<file path="config.mk">
export PLATFORM = sky130hd
export DESIGN_NAME = mea_div_step
export DESIGN_NICKNAME = d
export VERILOG_FILES = /design/src/hdl/mea_pkg.sv /design/src/hdl/mea_div_step.sv
export SDC_FILE = /design/constraint.sdc
export NUM_CORES = 1
export LEC_CHECK = 0
export BUFFER_PORTS_ARGS = -buffer_cell sky130_fd_sc_hd__buf_2
export CAP_MARGIN = 20
export CORE_ASPECT_RATIO = 0.8
export CORE_UTILIZATION = 45
export DETAILED_ROUTE_END_ITERATION = 16
export PLACE_DENSITY = 0.87
export SLEW_MARGIN = 20
export SYNTH_ARGS = -nofsm -noshare
export SYNTH_HDL_FRONTEND = slang
export SYNTH_SLANG_ARGS = --single-unit
</file>
<file path="constraint.sdc">
create_clock -name vclk -period 2.6
set_input_delay 0.26 -clock vclk [all_inputs]
set_output_delay 0.26 -clock vclk [all_outputs]
set_load 0.1 [all_outputs]
</file>
<file path="src/hdl/mea_pkg.sv">
// Package with the types, constants and operation codes of the monomial exponent ALU.
package mea_pkg;

  localparam int NUM_VARS   = 4;
  localparam int FIELD_VARS = 4;
  localparam int ACT_VARS   = (NUM_VARS < FIELD_VARS) ? NUM_VARS : FIELD_VARS;
  localparam int EXP_W      = 16;
  localparam int RES_W      = 17;
  localparam int DEG_W      = 18;
  localparam int DIV_STEPS  = EXP_W;

  typedef enum logic [2:0] {
    OP_ADD   = 3'd0,
    OP_MOD   = 3'd1,
    OP_EQ    = 3'd2,
    OP_LEX   = 3'd3,
    OP_RLEX  = 3'd4,
    OP_GRLEX = 3'd5,
    OP_RGLEX = 3'd6,
    OP_DIV   = 3'd7
  } op_t;

  typedef struct packed {
    op_t              req_type;
    logic [EXP_W-1:0] a_exp0;
    logic [EXP_W-1:0] a_exp1;
    logic [EXP_W-1:0] a_exp2;
    logic [EXP_W-1:0] a_exp3;
    logic [EXP_W-1:0] b_exp0;
    logic [EXP_W-1:0] b_exp1;
    logic [EXP_W-1:0] b_exp2;
    logic [EXP_W-1:0] b_exp3;
  } in_t;

  typedef struct packed {
    logic [RES_W-1:0] r_exp0;
    logic [RES_W-1:0] r_exp1;
    logic [RES_W-1:0] r_exp2;
    logic [RES_W-1:0] r_exp3;
    logic             test_true;
    logic             div_by_zero;
  } out_t;

  typedef logic [FIELD_VARS-1:0][EXP_W-1:0] vec_t;

  typedef struct packed {
    op_t                   op;
    vec_t                  a;
    vec_t                  b;
    vec_t                  rem;
    logic [FIELD_VARS-1:0] lt;
    logic [FIELD_VARS-1:0] gt;
    logic [DEG_W-1:0]      da;
    logic [DEG_W-1:0]      db;
    logic                  test;
    logic                  dz;
  } pipe_t;

endpackage

</file>
<file path="src/hdl/mea_div_step.sv">
// One restoring remainder step for every exponent lane.
module mea_div_step import mea_pkg::*; (
  input  logic [FIELD_VARS-1:0] dbit,
  input  vec_t                  b,
  input  vec_t                  rem_in,
  output vec_t                  rem_out
);

  logic [EXP_W:0] t;

  always_comb begin
    t = '0;
    for (int i = 0; i < FIELD_VARS; i++) begin
      t = {rem_in[i], dbit[i]};
      if (t >= {1'b0, b[i]}) begin
        t = t - {1'b0, b[i]};
      end
      rem_out[i] = t[EXP_W-1:0];
    end
  end

endmodule

</file>
==> results of run 1 <==
## metal layers
layer	GRT usage, %	GRT overflow
met1	71.3	0
met2	95.7	58
met3	48.8	2
met4	86.8	50
met5	3.57	0
## per-stage QoR
| stage | instance area [sq um] | util, % | setup slack [ns] | hold WS [ns] | cells |
|---|---|---|---|---|---|
| after floorplan | 4780 | - | -0.366 | 0.753 | 571 |
| after global placement | 7490 | 86.0 | -0.335 | 0.923 | 960 |
| after detailed placement | 7490 | 86.0 | -0.458 | 0.926 | 960 |
| after CTS | 7970 | 91.5 | -0.329 | 0.928 | 978 |
## kinds of logic after synthesis
family,after synthesis
compound gates,181
xor+xnor,42
fa+ha+maj,68
buf+inv,100
mux,51
simple gates,129
## what timing repair did
action                     CTS
pin swaps                   51
gates cloned                 1
resized for setup           78
setup endpoints to repair   64
setup buffers               18
==> results_dict.tcl, run 1 <==
set metrics [dict create \
    die_w_um 109 \
    gp_congestion 0.996 \
    failing_step "5_1_grt" \
    synth_area_leader_cell "ha_1" \
    status "aborted with a tool error" \
    synth.cell_area_sq_um 4140 \
    synth_top_area_share_pct 19.3 \
    yosysMostFrequentCell "inv_1" \
    grt_usage_pct 73.1 \
    start_util_pct 47.6 \
    syn-num-nets 771 \
    cts_hold_buffers 0 \
    synth_xor_area_share_pct 8.88 \
    yosys-top-cells-area "ha_1, mux2_2, inv_1" \
    worst-ep-kind "primary output" \
    ys_seq_area_share_pct 0 \
    ys_warn_count 0 \
    dieHeight_um 87.8 \
    grt_max_degree 19 \
    io_buffers 196 \
    synth_compound_area_share_pct 29.6 \
    postGrtWorstEndpoint "rem_out[12]" \
    postSynthAreaPerCell_sq_um 7.26 \
    boundaryPins 196 \
    row_count 30 \
    synth_cells 571 \
    dpl.hpwl_um 15400 \
    stop_error "[ERROR GRT-0232] Routing congestion too high. Check the congestion heatmap in the GUI." \
    gr-total-overflow 110 \
    ys_types 66 \
    synthSimpleGateAreaFrac_pct 16.1 \
    netlist_top_cells_count "inv_1, ha_1, a21oi_1" \
    synth_fa_ha_area_share_pct 21.3 \
    synth_mux_area_share_pct 14.4 \
    synth_top_family_by_area "compound AO/OA/AOI/OAI gates" \
]
==> inputs of run 2 (changes only) <==
--- a/config.mk
+++ b/config.mk
@@ -7,10 +7,9 @@
 export LEC_CHECK = 0
 export BUFFER_PORTS_ARGS = -buffer_cell sky130_fd_sc_hd__buf_2
 export CAP_MARGIN = 20
-export CORE_ASPECT_RATIO = 0.8
-export CORE_UTILIZATION = 45
+export CORE_UTILIZATION = 40
 export DETAILED_ROUTE_END_ITERATION = 16
-export PLACE_DENSITY = 0.87
+export PLACE_DENSITY_LB_ADDON = 0.15
 export SLEW_MARGIN = 20
 export SYNTH_ARGS = -nofsm -noshare
 export SYNTH_HDL_FRONTEND = slang
==> constraint.sdc (replaced) <==
create_clock -name vclk -period 3.4
set_input_delay 0.34 -clock vclk [all_inputs]
set_output_delay 0.34 -clock vclk [all_outputs]
set_load 0.1 [all_outputs]
==> run 2 against run 1 <==
Against the previous run: the run now ends clean; area after synthesis did not move; synthesized cell count did not move.
==> results_dict.tcl, run 2 <==
set metrics [dict create \
    status "finished clean" \
    sw_frac_of_total_pct 63.9 \
    internal-power_w 0.00102 \
    die_w_um 104 \
    routed_wl_um 11700 \
    postSynthAreaPerCell_sq_um 7.26 \
    power.total_w 0.00282 \
    ys_types 66 \
    grt_pass1_vias 4604 \
    syn-num-nets 771 \
    final_cells 895 \
    finalSetupViolations 0 \
    core_area_sq_um 9910 \
    synth.cell_area_sq_um 4140 \
    wl_per_cell_um 13.1 \
    seqPwrFrac_pct 0 \
    io_buffers 196 \
    rsz0062_at_grt "no" \
    ys_seq_area_share_pct 0 \
    gr-total-overflow 0 \
    grt_max_degree 28 \
    cp-start-kind "primary input" \
    via_per_inst 5.26 \
    start_util_pct 41.8 \
    drive_above_1_share_pct 36.9 \
    final_cell_mix "buf_2, inv_1, ha_1" \
    clkPwrFrac_pct 0 \
    dpl.hpwl_um 10100 \
    drv_slew 0 \
    final_common_cell "buf_2" \
    finalCritPeriodShare_pct 97.4 \
    synth_cells 571 \
    layout_min_cycle_time_ns 3.31 \
    p_switching_w 0.00180 \
    yosys-top-cells-area "ha_1, mux2_2, inv_1" \
    power.leakage_nw 3.19 \
    dieHeight_um 104 \
    die_area_sq_um 10800 \
    relSlewSlack_pct 66.6 \
    netlist_top_cells_count "inv_1, ha_1, a21oi_1" \
    fin_nets 964 \
    power_density_nw_per_um2 453 \
    row_count 36 \
    p_comb_share_pct 100.0 \
    tightest_slew_ns 0.505 \
    ys_warn_count 0 \
    antenna_cells 0 \
    fmax_mhz 302 \
    antenna_found_initial 0 \
    crit_fanout 14 \
    boundaryPins 196 \
    drt-pass1-iter-count 4 \
    cp-end-kind "output port" \
    hold_violations 0 \
    dpl.cell_count 895 \
    nClkBuffers 0 \
    cap_violations 0 \
    gp_congestion 0.852 \
    via_count 4704 \
    ir_drop_v 0.000339 \
    drc 0 \
    worstPathArrival_ns 2.97 \
    yosysMostFrequentCell "inv_1" \
    design.seq.count 0 \
    synth_top_area_share_pct 19.3 \
    worst-endpoint-required_ns 3.06 \
    grt_pass1_wl_um 19600 \
    syn_to_final_growth_pct 50.3 \
    hp-class "in -> out" \
    drt_iter0_drc 120 \
    synth_area_leader_cell "ha_1" \
    path_class "in -> out" \
    tns_ns 0 \
    cts_hold_buffers 0 \
    holdWs_ns 1.08 \
    grt_usage_pct 20.6 \
    antenna_left 0 \
    seqCellArea_sq_um 0 \
]
-- run 2: cell counts after synthesis --
Identical to the previous run, type by type.
-- run 2: final cells by class --
class	count	area, sq um
Timing Repair Buffer	207	1890
Inverter	84	315
Fill cell	930	3680
Tap cell	133	166
Multi-Input combinational cell	471	3850
-- run 2: what timing repair did --
item                       in CTS  in global routing
setup buffers                   0                  0
hold endpoints to repair        0                  0
resized for setup               1                 20
gates cloned                    0                  0
setup endpoints to repair       3                 26
pin swaps                       0                  3
-- run 2: stage by stage --
step                area, sq um  util (%)  worst slack, ns
floorplan                  4220         -           -0.488
finish                     6220      62.8           0.0870
CTS                        6170      62.3           0.0442
detailed placement         6170      62.2          -0.0379
global placement           6170      62.2          0.00918
global route               6220      62.8          0.00153
-- run 2: cell families (layout without fill, tap and decap cells) --
kind of cell	Yosys count	after routing	synth area share, %
AND/OR/NAND/NOR	129	129	16.1
AO/OA/AOI/OAI	181	181	29.6
buffers and inverters	100	291	9.76
adder cells (fa/ha/maj)	68	68	21.3
XOR/XNOR	42	42	8.88
multiplexers	51	51	14.4
-- run 2: path summary, 6_finish.rpt --
check	slack, ns	depth (start not counted)	end	startpoint
setup / recovery	0.09	12	rem_out[8]	b[1]
hold / removal	1.08	3	rem_out[6]	rem_in[5]
-- run 2: worst max-delay path: stages --
cell	delay, ns
buf_2	0.08
inv_1	0.06
ha_1	0.32
nor2b_4	0.14
o31a_1	0.28
or2_4	0.25
a311oi_2	0.27
o211ai_1	0.18
a211o_1	0.38
buf_12	0.17
mux2_4	0.32
buf_12	0.17
-- run 2: per-layer routing --
metal | wire [um] | GRT usage (%)
met1 | 4900 | 24.1
met2 | 6060 | 40.4
met3 | 645 | 2.83
met4 | 93 | 2.24
met5 | 0 | 0
-- run 2: power groups by stage --
| stage | Combinational (W) | Sequential, W | Clock (W) |
|---|---|---|---|
| floorplan | 0.00195 | 0 | 0 |
| global placement | 0.00277 | 0 | 0 |
| detailed placement | 0.00280 | 0 | 0 |
| CTS | 0.00281 | 0 | 0 |
| global route | 0.00295 | 0 | 0 |
| finish | 0.00282 | 0 | 0 |
Power figures use the tool's default switching activity.
==> inputs of run 3 (changes only) <==
==> constraint.sdc (replaced) <==
create_clock -name vclk -period 3.4
set_input_delay 0.68 -clock vclk [all_inputs]
set_output_delay 0.68 -clock vclk [all_outputs]
set_load 0.1 [all_outputs]
==> run 3 against run 2 <==
Against the previous run: the flow now finishes with violations (negative setup slack); power up 25%; fmax fell by 13%; worst setup slack worse by 0.48 ns; critical path depth rose by 2; hold slack better by 0.68 ns; routed wire length rose by 54%; cell count grew 14%; sequential share of layout area unchanged; critical endpoint is now rem_out[44].
==> results_dict.tcl, run 3 (synthesized netlist as in run 2, its figures left out) <==
set metrics [dict create \
    status "finished, violations left" \
    violations "negative setup slack" \
    path_class "in -> out" \
    cp-start-kind "primary input" \
    antenna_left 0 \
    final_cells 1019 \
    seqCellArea_sq_um 0 \
    die_area_sq_um 10800 \
    dieHeight_um 104 \
    dpl.cell_count 987 \
    internal-power_w 0.00145 \
    grt_max_degree 16 \
    worst-endpoint-required_ns 2.72 \
    relSlewSlack_pct 69.9 \
    drt_iter0_drc 193 \
    power.leakage_nw 4.14 \
    boundaryPins 196 \
    routed_wl_um 18000 \
    finalSetupViolations 58 \
    antenna_found_initial 0 \
    wl_per_cell_um 17.6 \
    final_common_cell "buf_4" \
    hold_violations 0 \
    worst_slack_ns -0.397 \
    grt_pass1_vias 5952 \
    start_util_pct 41.8 \
    final_cell_mix "buf_4, buf_2, buf_12" \
    via_per_inst 5.65 \
    crit_path_end "rem_out[44]" \
    drv_slew 0 \
    rsz0062_at_grt "yes" \
    gr-total-overflow 0 \
    grt_usage_pct 29.1 \
    cap_violations 0 \
    syn_to_final_growth_pct 105 \
    gp_congestion 0.862 \
    finalCritPeriodShare_pct 112 \
    clkPwrFrac_pct 0 \
    drc 0 \
    sw_frac_of_total_pct 58.8 \
    fmax_mhz 263 \
    cp-end-kind "output port" \
    seqPwrFrac_pct 0 \
    io_buffers 196 \
    layout_min_cycle_time_ns 3.80 \
    core_area_sq_um 9910 \
    die_w_um 104 \
    ir_drop_v 0.000422 \
    power_density_nw_per_um2 414 \
    via_count 5756 \
    p_comb_share_pct 100.0 \
    nClkBuffers 0 \
    design.seq.count 0 \
    final.fill_count 501 \
    p_switching_w 0.00207 \
    fin_nets 1088 \
    dpl.hpwl_um 11900 \
    crit_fanout 2 \
    hp-class "in -> out" \
    worstPathArrival_ns 3.12 \
    drt-pass1-iter-count 5 \
    cts_hold_buffers 0 \
    placed_cell_area_sq_um 7550 \
    tightest_slew_ns 0.448 \
    row_count 36 \
    drive_above_1_share_pct 58.2 \
    antenna_cells 0 \
    cp-startpoint "dbit[2]" \
    grt_pass1_wl_um 26600 \
    final_area_sq_um 8490 \
]
## run 3: cell types whose count changed in the layout (fill, tap and decap cells not counted), moves of 17 or more
| cell | delta |
|---|---|
| buf_6 | +20 |
| buf_2 | -22 |
| ha_1 | -24 |
| inv_1 | -22 |
| mux2_2 | -25 |
| a21oi_1 | -17 |
| mux2_4 | +25 |
| buf_4 | +108 |
| ha_4 | +23 |
## run 3: how the worst min path moves through the flow
| stage | from | to | slack [ns] | cells past startpoint |
|---|---|---|---|---|
| floorplan | dbit[2] | rem_out[32] | 1.59 | 2 |
| global placement | rem_in[40] | rem_out[41] | 1.76 | 3 |
| detailed placement | rem_in[5] | rem_out[6] | 1.77 | 3 |
| CTS | rem_in[59] | rem_out[60] | 1.76 | 3 |
| global route | rem_in[29] | rem_out[30] | 1.77 | 3 |
| finish | rem_in[40] | rem_out[41] | 1.76 | 3 |
## run 3: timing repair
item	4_1_cts	5_1_grt
endpoints found under the setup margin	64	64
pin swaps	60	38
cloned	2	0
resized for setup	111	54
setup buffers	21	16
## run 3: metrics by stage
stage                     setup WS (ns)  util (%)  setup TNS, ns  total power, W  hold WS [ns]
final                            -0.397      85.7         -11.00         0.00352          1.76
after global routing             -0.500      85.7         -15.44         0.00364          1.77
after CTS                        -0.384      83.1         -11.56         0.00338          1.76
after detailed placement         -0.443      76.2         -19.56         0.00322          1.77
after global placement           -0.416      76.2         -16.49         0.00318          1.76
after floorplan                  -0.406         -          -7.42         0.00211          1.59
## run 3: critical path, stage by stage
cell      delay, ns
buf_8          0.11
inv_12         0.04
ha_4           0.12
inv_2          0.03
fa_2           0.33
a21o_1         0.18
a311o_1        0.31
buf_4          0.16
a21oi_1        0.22
nor2b_1        0.09
o2111a_1       0.25
a211oi_1       0.22
mux2_4         0.20
buf_12         0.17
## run 3: layout make-up
class / instances / area [sq um] / share of cell area [%]
Multi-Input combinational cell: 471 / 4720 / 55.6
Timing Repair Buffer: 331 / 3220 / 37.9
Tap cell: 133 / 166 / 1.96
Inverter: 84 / 392 / 4.61
## run 3: metal layers
metal	global-route usage (%)	wire length, um	up-vias
met4	10.4	965	0
li1	-	-	2702
met1	29.2	6150	2681
met2	60.6	9880	285
met5	0	0	-
met3	3.08	984	88
## run 3: power groups by stage
stage / logic, W / registers, W / clock network (W)
floorplan: 0.00211 / 0 / 0
global placement: 0.00318 / 0 / 0
global route: 0.00364 / 0 / 0
detailed placement: 0.00322 / 0 / 0
CTS: 0.00338 / 0 / 0
finish: 0.00352 / 0 / 0
